$ cat config.mk
export PLATFORM = sky130hd
export DESIGN_NAME = multi_query_shared_aggregation
export DESIGN_NICKNAME = d
export VERILOG_FILES = /design/src/sv/mqsa_pkg.sv /design/src/sv/multi_query_shared_aggregation.sv
export SDC_FILE = /design/constraint.sdc
export NUM_CORES = 2
export LEC_CHECK = 0
export ABC_AREA = 1
export BUFFER_PORTS_ARGS = -buffer_cell sky130_fd_sc_hd__buf_2
export CAP_MARGIN = 20
export CORE_MARGIN = 10
export CORE_UTILIZATION = 34
export CTS_BUF_LIST = sky130_fd_sc_hd__clkbuf_8
export CTS_CLUSTER_SIZE = 24
export DETAILED_ROUTE_END_ITERATION = 10
export PLACE_DENSITY = 0.62
export SKIP_CTS_REPAIR_TIMING = 1
export SLEW_MARGIN = 20
export SYNTH_ARGS = -nofsm -noshare
export SYNTH_HDL_FRONTEND = slang
export SYNTH_SLANG_ARGS = --single-unit
$ cat constraint.sdc
create_clock -name clk -period 5.25 [get_ports clk]
set_input_delay 0 -clock clk [delete_from_list [all_inputs] [get_ports clk]]
set_output_delay 0 -clock clk [all_outputs]
set_load 0.01 [all_outputs]
$ cat src/sv/mqsa_pkg.sv
// ----------------------------------------------------------------------------
// mqsa_pkg : shared multi-query aggregation, common types and constants
// Operation codes, register indexes, identity values and field widths.
// ----------------------------------------------------------------------------
`default_nettype none

package mqsa_pkg;

	localparam int MASK_W  = 32;
	localparam int VALUE_W = 32;
	localparam int SEL_W   = 5;
	localparam int CFG_IDX_W = 8;
	localparam int CFG_DATA_W = 64;
	localparam int S_TDATA_W = 72;
	localparam int M_TDATA_W = 40;

	localparam logic [CFG_IDX_W-1:0] REG_ACTIVE_QUERIES = 8'd0;
	localparam logic [CFG_IDX_W-1:0] REG_QUERY_OPS      = 8'd1;

	localparam logic [VALUE_W-1:0] INT_MAX    = 32'h7FFF_FFFF;
	localparam logic [VALUE_W-1:0] INT_MIN    = 32'h8000_0000;
	localparam logic [VALUE_W-1:0] NULL_VALUE = 32'hFFFF_FFFF;

	typedef enum logic [1:0] {
		OP_MIN   = 2'd0,
		OP_MAX   = 2'd1,
		OP_SUM   = 2'd2,
		OP_COUNT = 2'd3
	} agg_op_t;

	typedef enum logic {
		REQ_ACCUMULATE = 1'b0,
		REQ_READ       = 1'b1
	} req_type_t;

	function automatic logic [VALUE_W-1:0] op_identity(agg_op_t op);
		logic [VALUE_W-1:0] id;
		case (op)
			OP_MIN:  id = INT_MAX;
			OP_MAX:  id = INT_MIN;
			default: id = '0;
		endcase
		return id;
	endfunction

endpackage

`default_nettype wire

$ cat src/sv/multi_query_shared_aggregation.sv
// ----------------------------------------------------------------------------
// multi_query_shared_aggregation : shared aggregation over many queries
// Walks the query slots of each tuple through one update unit and answers
// read requests with a slot's current min, max, sum or count.
// ----------------------------------------------------------------------------
// Usage:
//   s_* carries a request word, s_tuser its type (accumulate or read); m_* returns
//   one word per read request: slot id and aggregate. The user must write cfg_*
//   active_queries (index 0) and query_ops (index 1) only while idle (not enforced).
// Timing:
//   An accumulate word walks every slot in turn through a single
//   read-modify-write unit on the accumulator memory: it is accepted, walks
//   QUERY_SLOTS slots (capped at 32), then makes the final write before the
//   next word is taken.
//   A read word reads the memory at the accepting edge and selects the result
//   in the next cycle; the result moves into the output register when it is
//   free, and no new request word is taken before that.
//   The output register is separate, so accumulate words are taken while a
//   result waits; a read word waits in the select stage until it frees.
// Reset:
//   Clears the registers, the touched bits and the output; no memory sweep
//   is needed, an untouched slot reads as its operation's identity.
// ----------------------------------------------------------------------------
`default_nettype none

module multi_query_shared_aggregation
	import mqsa_pkg::*;
#(
	parameter int QUERY_SLOTS = 32
) (
	input  wire                         clk,
	input  wire                         arst_n,
	// request words
	input  wire                         s_tvalid,
	output logic                        s_tready,
	input  wire  [S_TDATA_W-1:0]        s_tdata,   // query_mask, value, query_sel, zero pad
	input  wire                         s_tuser,   // req_type
	// result words
	output logic                        m_tvalid,
	input  wire                         m_tready,
	output logic [M_TDATA_W-1:0]        m_tdata,   // query_id, aggregate, zero pad
	// register writes
	input  wire                         cfg_valid,
	output logic                        cfg_ready,
	input  wire  [CFG_IDX_W-1:0]        cfg_index,
	input  wire  [CFG_DATA_W-1:0]       cfg_data
);

	localparam int SLOTS = (QUERY_SLOTS < MASK_W) ? QUERY_SLOTS : MASK_W;
	localparam int IW    = (SLOTS > 1) ? $clog2(SLOTS) : 1;
	localparam logic [IW-1:0] LAST_IDX = IW'(SLOTS - 1);

	typedef enum logic [1:0] {
		ST_IDLE,
		ST_WALK,
		ST_RESP
	} state_t;

	state_t                 state_q;
	logic [CFG_DATA_W-1:0]  ops_q;
	logic [MASK_W-1:0]      active_q;
	logic [SLOTS-1:0]       touched_q;
	logic [SLOTS-1:0]       hits_q;
	logic [VALUE_W-1:0]     value_q;
	logic [IW-1:0]          idx_q;
	logic [SEL_W-1:0]       sel_q;
	logic                   upd_s1;
	logic [IW-1:0]          slot_s1;
	logic                   m_tvalid_q;
	logic [SEL_W-1:0]       m_query_id_q;
	logic [VALUE_W-1:0]     m_aggregate_q;

	logic [VALUE_W-1:0]     mem [SLOTS];
	logic [VALUE_W-1:0]     rdata_q;

	logic                   s_accept;
	logic                   rd_en;
	logic [IW-1:0]          rd_addr;
	logic [MASK_W-1:0]      in_mask;
	logic [VALUE_W-1:0]     in_value;
	logic [SEL_W-1:0]       in_sel;
	logic [CFG_DATA_W-1:0]  ops_upd;
	agg_op_t                op_upd;
	logic [VALUE_W-1:0]     base_upd;
	logic [VALUE_W-1:0]     acc_new;
	logic [CFG_DATA_W-1:0]  ops_rd;
	agg_op_t                op_rd;
	logic                   sel_out_of_range;
	logic [VALUE_W-1:0]     result;
	logic                   out_free;

	assign in_mask  = s_tdata[MASK_W-1:0];
	assign in_value = s_tdata[MASK_W +: VALUE_W];
	assign in_sel   = s_tdata[MASK_W+VALUE_W +: SEL_W];

	assign s_tready  = (state_q == ST_IDLE) && !upd_s1;
	assign s_accept  = s_tvalid && s_tready;
	assign cfg_ready = 1'b1;
	assign out_free  = !m_tvalid_q || m_tready;

	assign rd_en   = (state_q == ST_WALK) || (s_accept && (s_tuser == REQ_READ));
	assign rd_addr = (state_q == ST_WALK) ? idx_q : in_sel[IW-1:0];

	// read-modify-write unit
	always_comb begin
		ops_upd  = ops_q >> {slot_s1, 1'b0};
		op_upd   = agg_op_t'(ops_upd[1:0]);
		base_upd = touched_q[slot_s1] ? rdata_q : op_identity(op_upd);
		acc_new  = base_upd;
		if (value_q != NULL_VALUE) begin
			case (op_upd)
				OP_MIN: begin
					if ($signed(value_q) < $signed(base_upd))
						acc_new = value_q;
				end
				OP_MAX: begin
					if ($signed(value_q) > $signed(base_upd))
						acc_new = value_q;
				end
				OP_SUM:   acc_new = base_upd + value_q;
				OP_COUNT: acc_new = base_upd + 32'd1;
				default:  acc_new = base_upd;
			endcase
		end
	end

	// read result select
	always_comb begin
		ops_rd           = ops_q >> {sel_q, 1'b0};
		op_rd            = agg_op_t'(ops_rd[1:0]);
		sel_out_of_range = {{(32-SEL_W){1'b0}}, sel_q} >= 32'(QUERY_SLOTS);
		if (sel_out_of_range)
			result = '0;
		else if (touched_q[sel_q[IW-1:0]])
			result = rdata_q;
		else
			result = op_identity(op_rd);
	end

	always_ff @(posedge clk) begin
		if (upd_s1)
			mem[slot_s1] <= acc_new;
		if (rd_en)
			rdata_q <= mem[rd_addr];
	end

	always_ff @(posedge clk or negedge arst_n) begin
		if (!arst_n) begin
			state_q       <= ST_IDLE;
			ops_q         <= '0;
			active_q      <= '0;
			touched_q     <= '0;
			hits_q        <= '0;
			value_q       <= '0;
			idx_q         <= '0;
			sel_q         <= '0;
			upd_s1        <= 1'b0;
			slot_s1       <= '0;
			m_tvalid_q    <= 1'b0;
			m_query_id_q  <= '0;
			m_aggregate_q <= '0;
		end else begin
			if (cfg_valid && cfg_ready) begin
				if (cfg_index == REG_ACTIVE_QUERIES)
					active_q <= cfg_data[MASK_W-1:0];
				else if (cfg_index == REG_QUERY_OPS)
					ops_q <= cfg_data;
			end

			if (upd_s1)
				touched_q[slot_s1] <= 1'b1;

			if (m_tvalid_q && m_tready && (state_q != ST_RESP))
				m_tvalid_q <= 1'b0;

			upd_s1 <= (state_q == ST_WALK) && hits_q[idx_q];

			case (state_q)
				ST_IDLE: begin
					if (s_accept) begin
						if (s_tuser == REQ_READ) begin
							sel_q   <= in_sel;
							state_q <= ST_RESP;
						end else begin
							hits_q  <= in_mask[SLOTS-1:0] & active_q[SLOTS-1:0];
							value_q <= in_value;
							idx_q   <= '0;
							state_q <= ST_WALK;
						end
					end
				end
				ST_WALK: begin
					slot_s1 <= idx_q;
					if (idx_q == LAST_IDX)
						state_q <= ST_IDLE;
					else
						idx_q <= idx_q + 1'b1;
				end
				ST_RESP: begin
					if (out_free) begin
						m_tvalid_q    <= 1'b1;
						m_query_id_q  <= sel_q;
						m_aggregate_q <= result;
						state_q       <= ST_IDLE;
					end
				end
				default: state_q <= ST_IDLE;
			endcase
		end
	end

	assign m_tvalid = m_tvalid_q;
	assign m_tdata  = {{(M_TDATA_W-SEL_W-VALUE_W){1'b0}}, m_aggregate_q, m_query_id_q};

`ifndef SYNTHESIS
	a_touch_after_update: assert property (@(posedge clk) disable iff (!arst_n)
		upd_s1 |=> touched_q[$past(slot_s1)])
		else $error("slot not marked touched after update");

	a_read_goes_to_resp: assert property (@(posedge clk) disable iff (!arst_n)
		(s_accept && s_tuser == REQ_READ) |=> (state_q == ST_RESP))
		else $error("read word did not reach result select");

	a_result_from_resp: assert property (@(posedge clk) disable iff (!arst_n)
		$rose(m_tvalid_q) |-> $past(state_q == ST_RESP))
		else $error("result raised outside result select");

	a_no_update_while_reading: assert property (@(posedge clk) disable iff (!arst_n)
		(state_q == ST_RESP) |-> !upd_s1)
		else $error("accumulator write during read");
`endif

endmodule

`default_nettype wire
==> summary.txt <==
Status
  • Status: complete, but fails checks
  • Failing checks: negative hold slack

Die
  • Starting Density: about a third
  • FP Rows: 150
  • Area of the core: 167000 um^2
  • Top-level port count: 193
  • Die H: 430 um
  • DIE AREA: 185000 um^2
  • Chip Width: around 430 um

Synth
  • Post-synthesis adder-cell area fraction: roughly 1.4%
  • Synth top area cells: edfxtp_1 56%, dfrtp_1 11%, o21ai_0 6.8%
  • Complex-gate fraction of the synthesized area: between 10% and 20%
  • Yosys top cell area share: 55.6%
  • Proportion of synthesized area in mux cells: 0.730%
  • Largest family of logic cells by synthesized area: compound AO/OA/AOI/OAI gates
  • Post-Synth Simple-Gate Area: between 10% and 20%
  • Yosys warnings: 0
  • Synthesized area: 57100 um^2
  • Post-Synth XOR/XNOR Area: less than 1%
  • Post-synthesis sequential area ratio: 66.5%
  • Yosys top cell by area: edfxtp_1
  • Yosys reg bits: 1304
  • Mean Syn Cell Area: 11.0 um^2
  • Cells after synthesis: 5191
  • Cell variety after synth: between 40 and 50

Worst setup path
  • Worst setup startpoint: slot_s1[0]
  • Worst Path Class, Setup: flop to flop
  • Setup crit start kind: flop
  • Max incr delay on CP: 0.45 ns
  • Reg2reg start: slot_s1[0]
  • Worst EP arrival: approximately 5.6 ns
  • Most common cell type on the critical path: nand2_1
  • R2R Path End: mem[15][13]
  • Worst reg-to-reg setup slack: between 0.3 and 0.4 ns
  • CP endpoint kind: flop
  • Slowest-stage cell, CP: dfrtp_2
  • CP required: 5.97 ns
  • CP max FO: 32
  • Cells on worst reg2reg path: 29
  • Setup crit end: mem[15][13]

Drt
  • Drt pass-1 iters: 6
  • DR iter-0 viols: 5329
  • Post-route ant nets: 0
  • Drt wl/cell: 24.7 um
  • Via/cell ratio: 5.54
  • Final wirelength: between 200000 and 250000 um
  • Drt drc: 0
  • Via count: around 45000

Clock network
  • CTS tree: done
  • CTS Sinks: 1304
  • Latest clock arrival within the worst-skew pair: 0.96 ns
  • Max clock buf depth: 3
  • Clock Pin Slew Worst Setup and Hold Paths: 0.07 ns
  • Root buffer cell: clkbuf_8
  • CTS buffer count: 207
  • Clock H-tree levels: 4

STA
  • Fin crit share: 93.3%
  • Clock Skew: roughly 0.094 ns
  • Slew margin rel.: between 10% and 20%
  • Unrepaired setup endpoints after global routing: no
  • Post-layout min period: between 4 and 5 ns
  • Fin. max-slew vios: 0
  • # setup viols final: 0
  • Hold Vio Cnt, Final: 1
  • Measured slew at the worst slew-check pin: 1.20 ns
  • Worst hold slack: -0.0187 ns
  • Highest clock rate: ~0.2 GHz
  • Post-route setup slack: 0.354 ns

Placement
  • Gpl congestion: between 0.9 and 1
  • Dpl ws: -0.267 ns
  • Detail Placement HPWL: 116000 um
  • Port Buf Inserts: 185

Global route
  • Grt ovf: 0
  • Vias in the first global route: 41500
  • First-pass GRT wire length: 282000 um
  • Antenna violations before repair: 9
  • GRT Total Usage: 20.2%
  • Pin count of the biggest net entering global routing: about 150

Layout
  • Number of fill cells in the layout: ~16000
  • Final Net Count: 6024
  • Utilization after layout: between 40% and 50%
  • Area growth syn-to-layout: 22.3%
  • Layout cell share with drive strength beyond 1: between 10% and 20%

Min path
  • Hold Crit Class: input port to flop

Run
  • Maxcap violations: 0
[layout make-up]
cell class / count / area, um^2 / share of cell area (%)
Multi-Input combinational cell: 3290 / 17300 / 24.7
Timing Repair Buffer: 754 / 6990 / 10.0
Tap cell: 2204 / 2760 / 3.95
Clock inverter: 160 / 865 / 1.24
Antenna cell: 7 / 17.5 / 0.0251
Clock buffer: 218 / 3000 / 4.30
Inverter: 255 / 982 / 1.41
Sequential cell: 1304 / 37900 / 54.3
[cell families after synthesis]
| kind of cell | count (synthesis) |
|---|---|
| muxes | 37 |
| and+or+nand+nor | 1807 |
| AOI/OAI and AO/OA | 1379 |
| DFF | 1304 |
| buffers and inverters | 599 |
| adders and majority gates | 62 |
| xor gates and xnor gates | 1 |
| other | 2 |
[how the worst min path moves through the flow]
stage,from,endpoint,slack [ns],cells past startpoint
2_1_floorplan,arst_n,active_q[0],-0.30,0
3_3_place_gp,arst_n,hits_q[17],0.21,1
3_5_place_dp,arst_n,hits_q[17],0.22,1
4_1_cts,arst_n,value_q[31],-0.79,1
5_1_grt,s_tdata[67],sel_q[3],0.03,4
6_report,s_tdata[67],sel_q[3],-0.02,4
[layout by cell type (no fill, tap or decap), types with 21 or more instances in the layout]
cell           instances
nor2_1               770
o211ai_1              27
o21ai_1               22
inv_1                323
clkinv_1              47
nor3_1                21
dfrtp_1              247
nor2_4                38
or2_2                 21
o22ai_1               32
nand2_1              593
buf_2                184
nand3_1              275
clkbuf_8             218
nand4_1               32
buf_4                142
a21oi_1              138
o21ai_0              763
edfxtp_1            1056
a31oi_1              109
ha_1                  62
mux2_2                37
buf_12                66
o221ai_1             244
dlygate4sd3_1        356
[flip-flops by register name, summed over array words and instances (netlist names), 32 cells and up]
name and count:
ops_q 64, rdata_q 32, hits_q 32, value_q 32, active_q 32, mem 1024, touched_q 32, m_aggregate_q 32
[cells in the mapped netlist, drive strengths merged]
master and number:
a21o 2, o221ai 244, a311oi 7, a32oi 1, o22ai 32, nand3b 7
o21a 4, nand4 32, o21bai 7, and3b 1, clkbuf 297, o211ai 27
clkinv 1, nor2 816, or2 22, nand3 278, conb 2, o31ai 2
ha 62, nor3 22, a31oi 109, o211a 6, edfxtp 1056, a211oi 8
a32o 1, nand2 609, nor3b 1, dfrtp 248, buf 47, mux2 37
o21ai 786, and3 2, a21oi 142, inv 254, or4 1, xnor2 1
nor4 16, a2111o 1
[layer usage]
| layer | share of wire, % | track usage, % | vias to the layer above |
|---|---|---|---|
| met5 | 0.0054 | 0 | - |
| met4 | 5.6 | 9.99 | 2 |
| met2 | 47 | 32.4 | 2250 |
| met1 | 40 | 26.5 | 22500 |
| li1 | - | - | 20100 |
| met3 | 7.9 | 3.31 | 512 |
[worst max-delay path, delay by kind of cell, from the launching register on]
kind | cells | cell delay [ns]
buffers and inverters | 5 | 0.89
adder cells (fa/ha/maj) | 1 | 0.33
AND/OR/NAND/NOR | 16 | 1.64
AO/OA/AOI/OAI | 7 | 1.37
flip-flops | 1 | 0.45
[metrics by stage]
step | instances | TNS [ns] | cell area [um^2]
floorplan | 5193 | 0 | 57100
global placement | 7447 | -12.63 | 62100
detailed placement | 7447 | -106.07 | 62100
CTS | 7825 | -178.34 | 66000
global route | 8191 | 0 | 69800
finish | 8192 | 0 | 69800
Power is not shown: default switching activity piles up to over one toggle a cycle in this logic, so the estimate is an artifact.
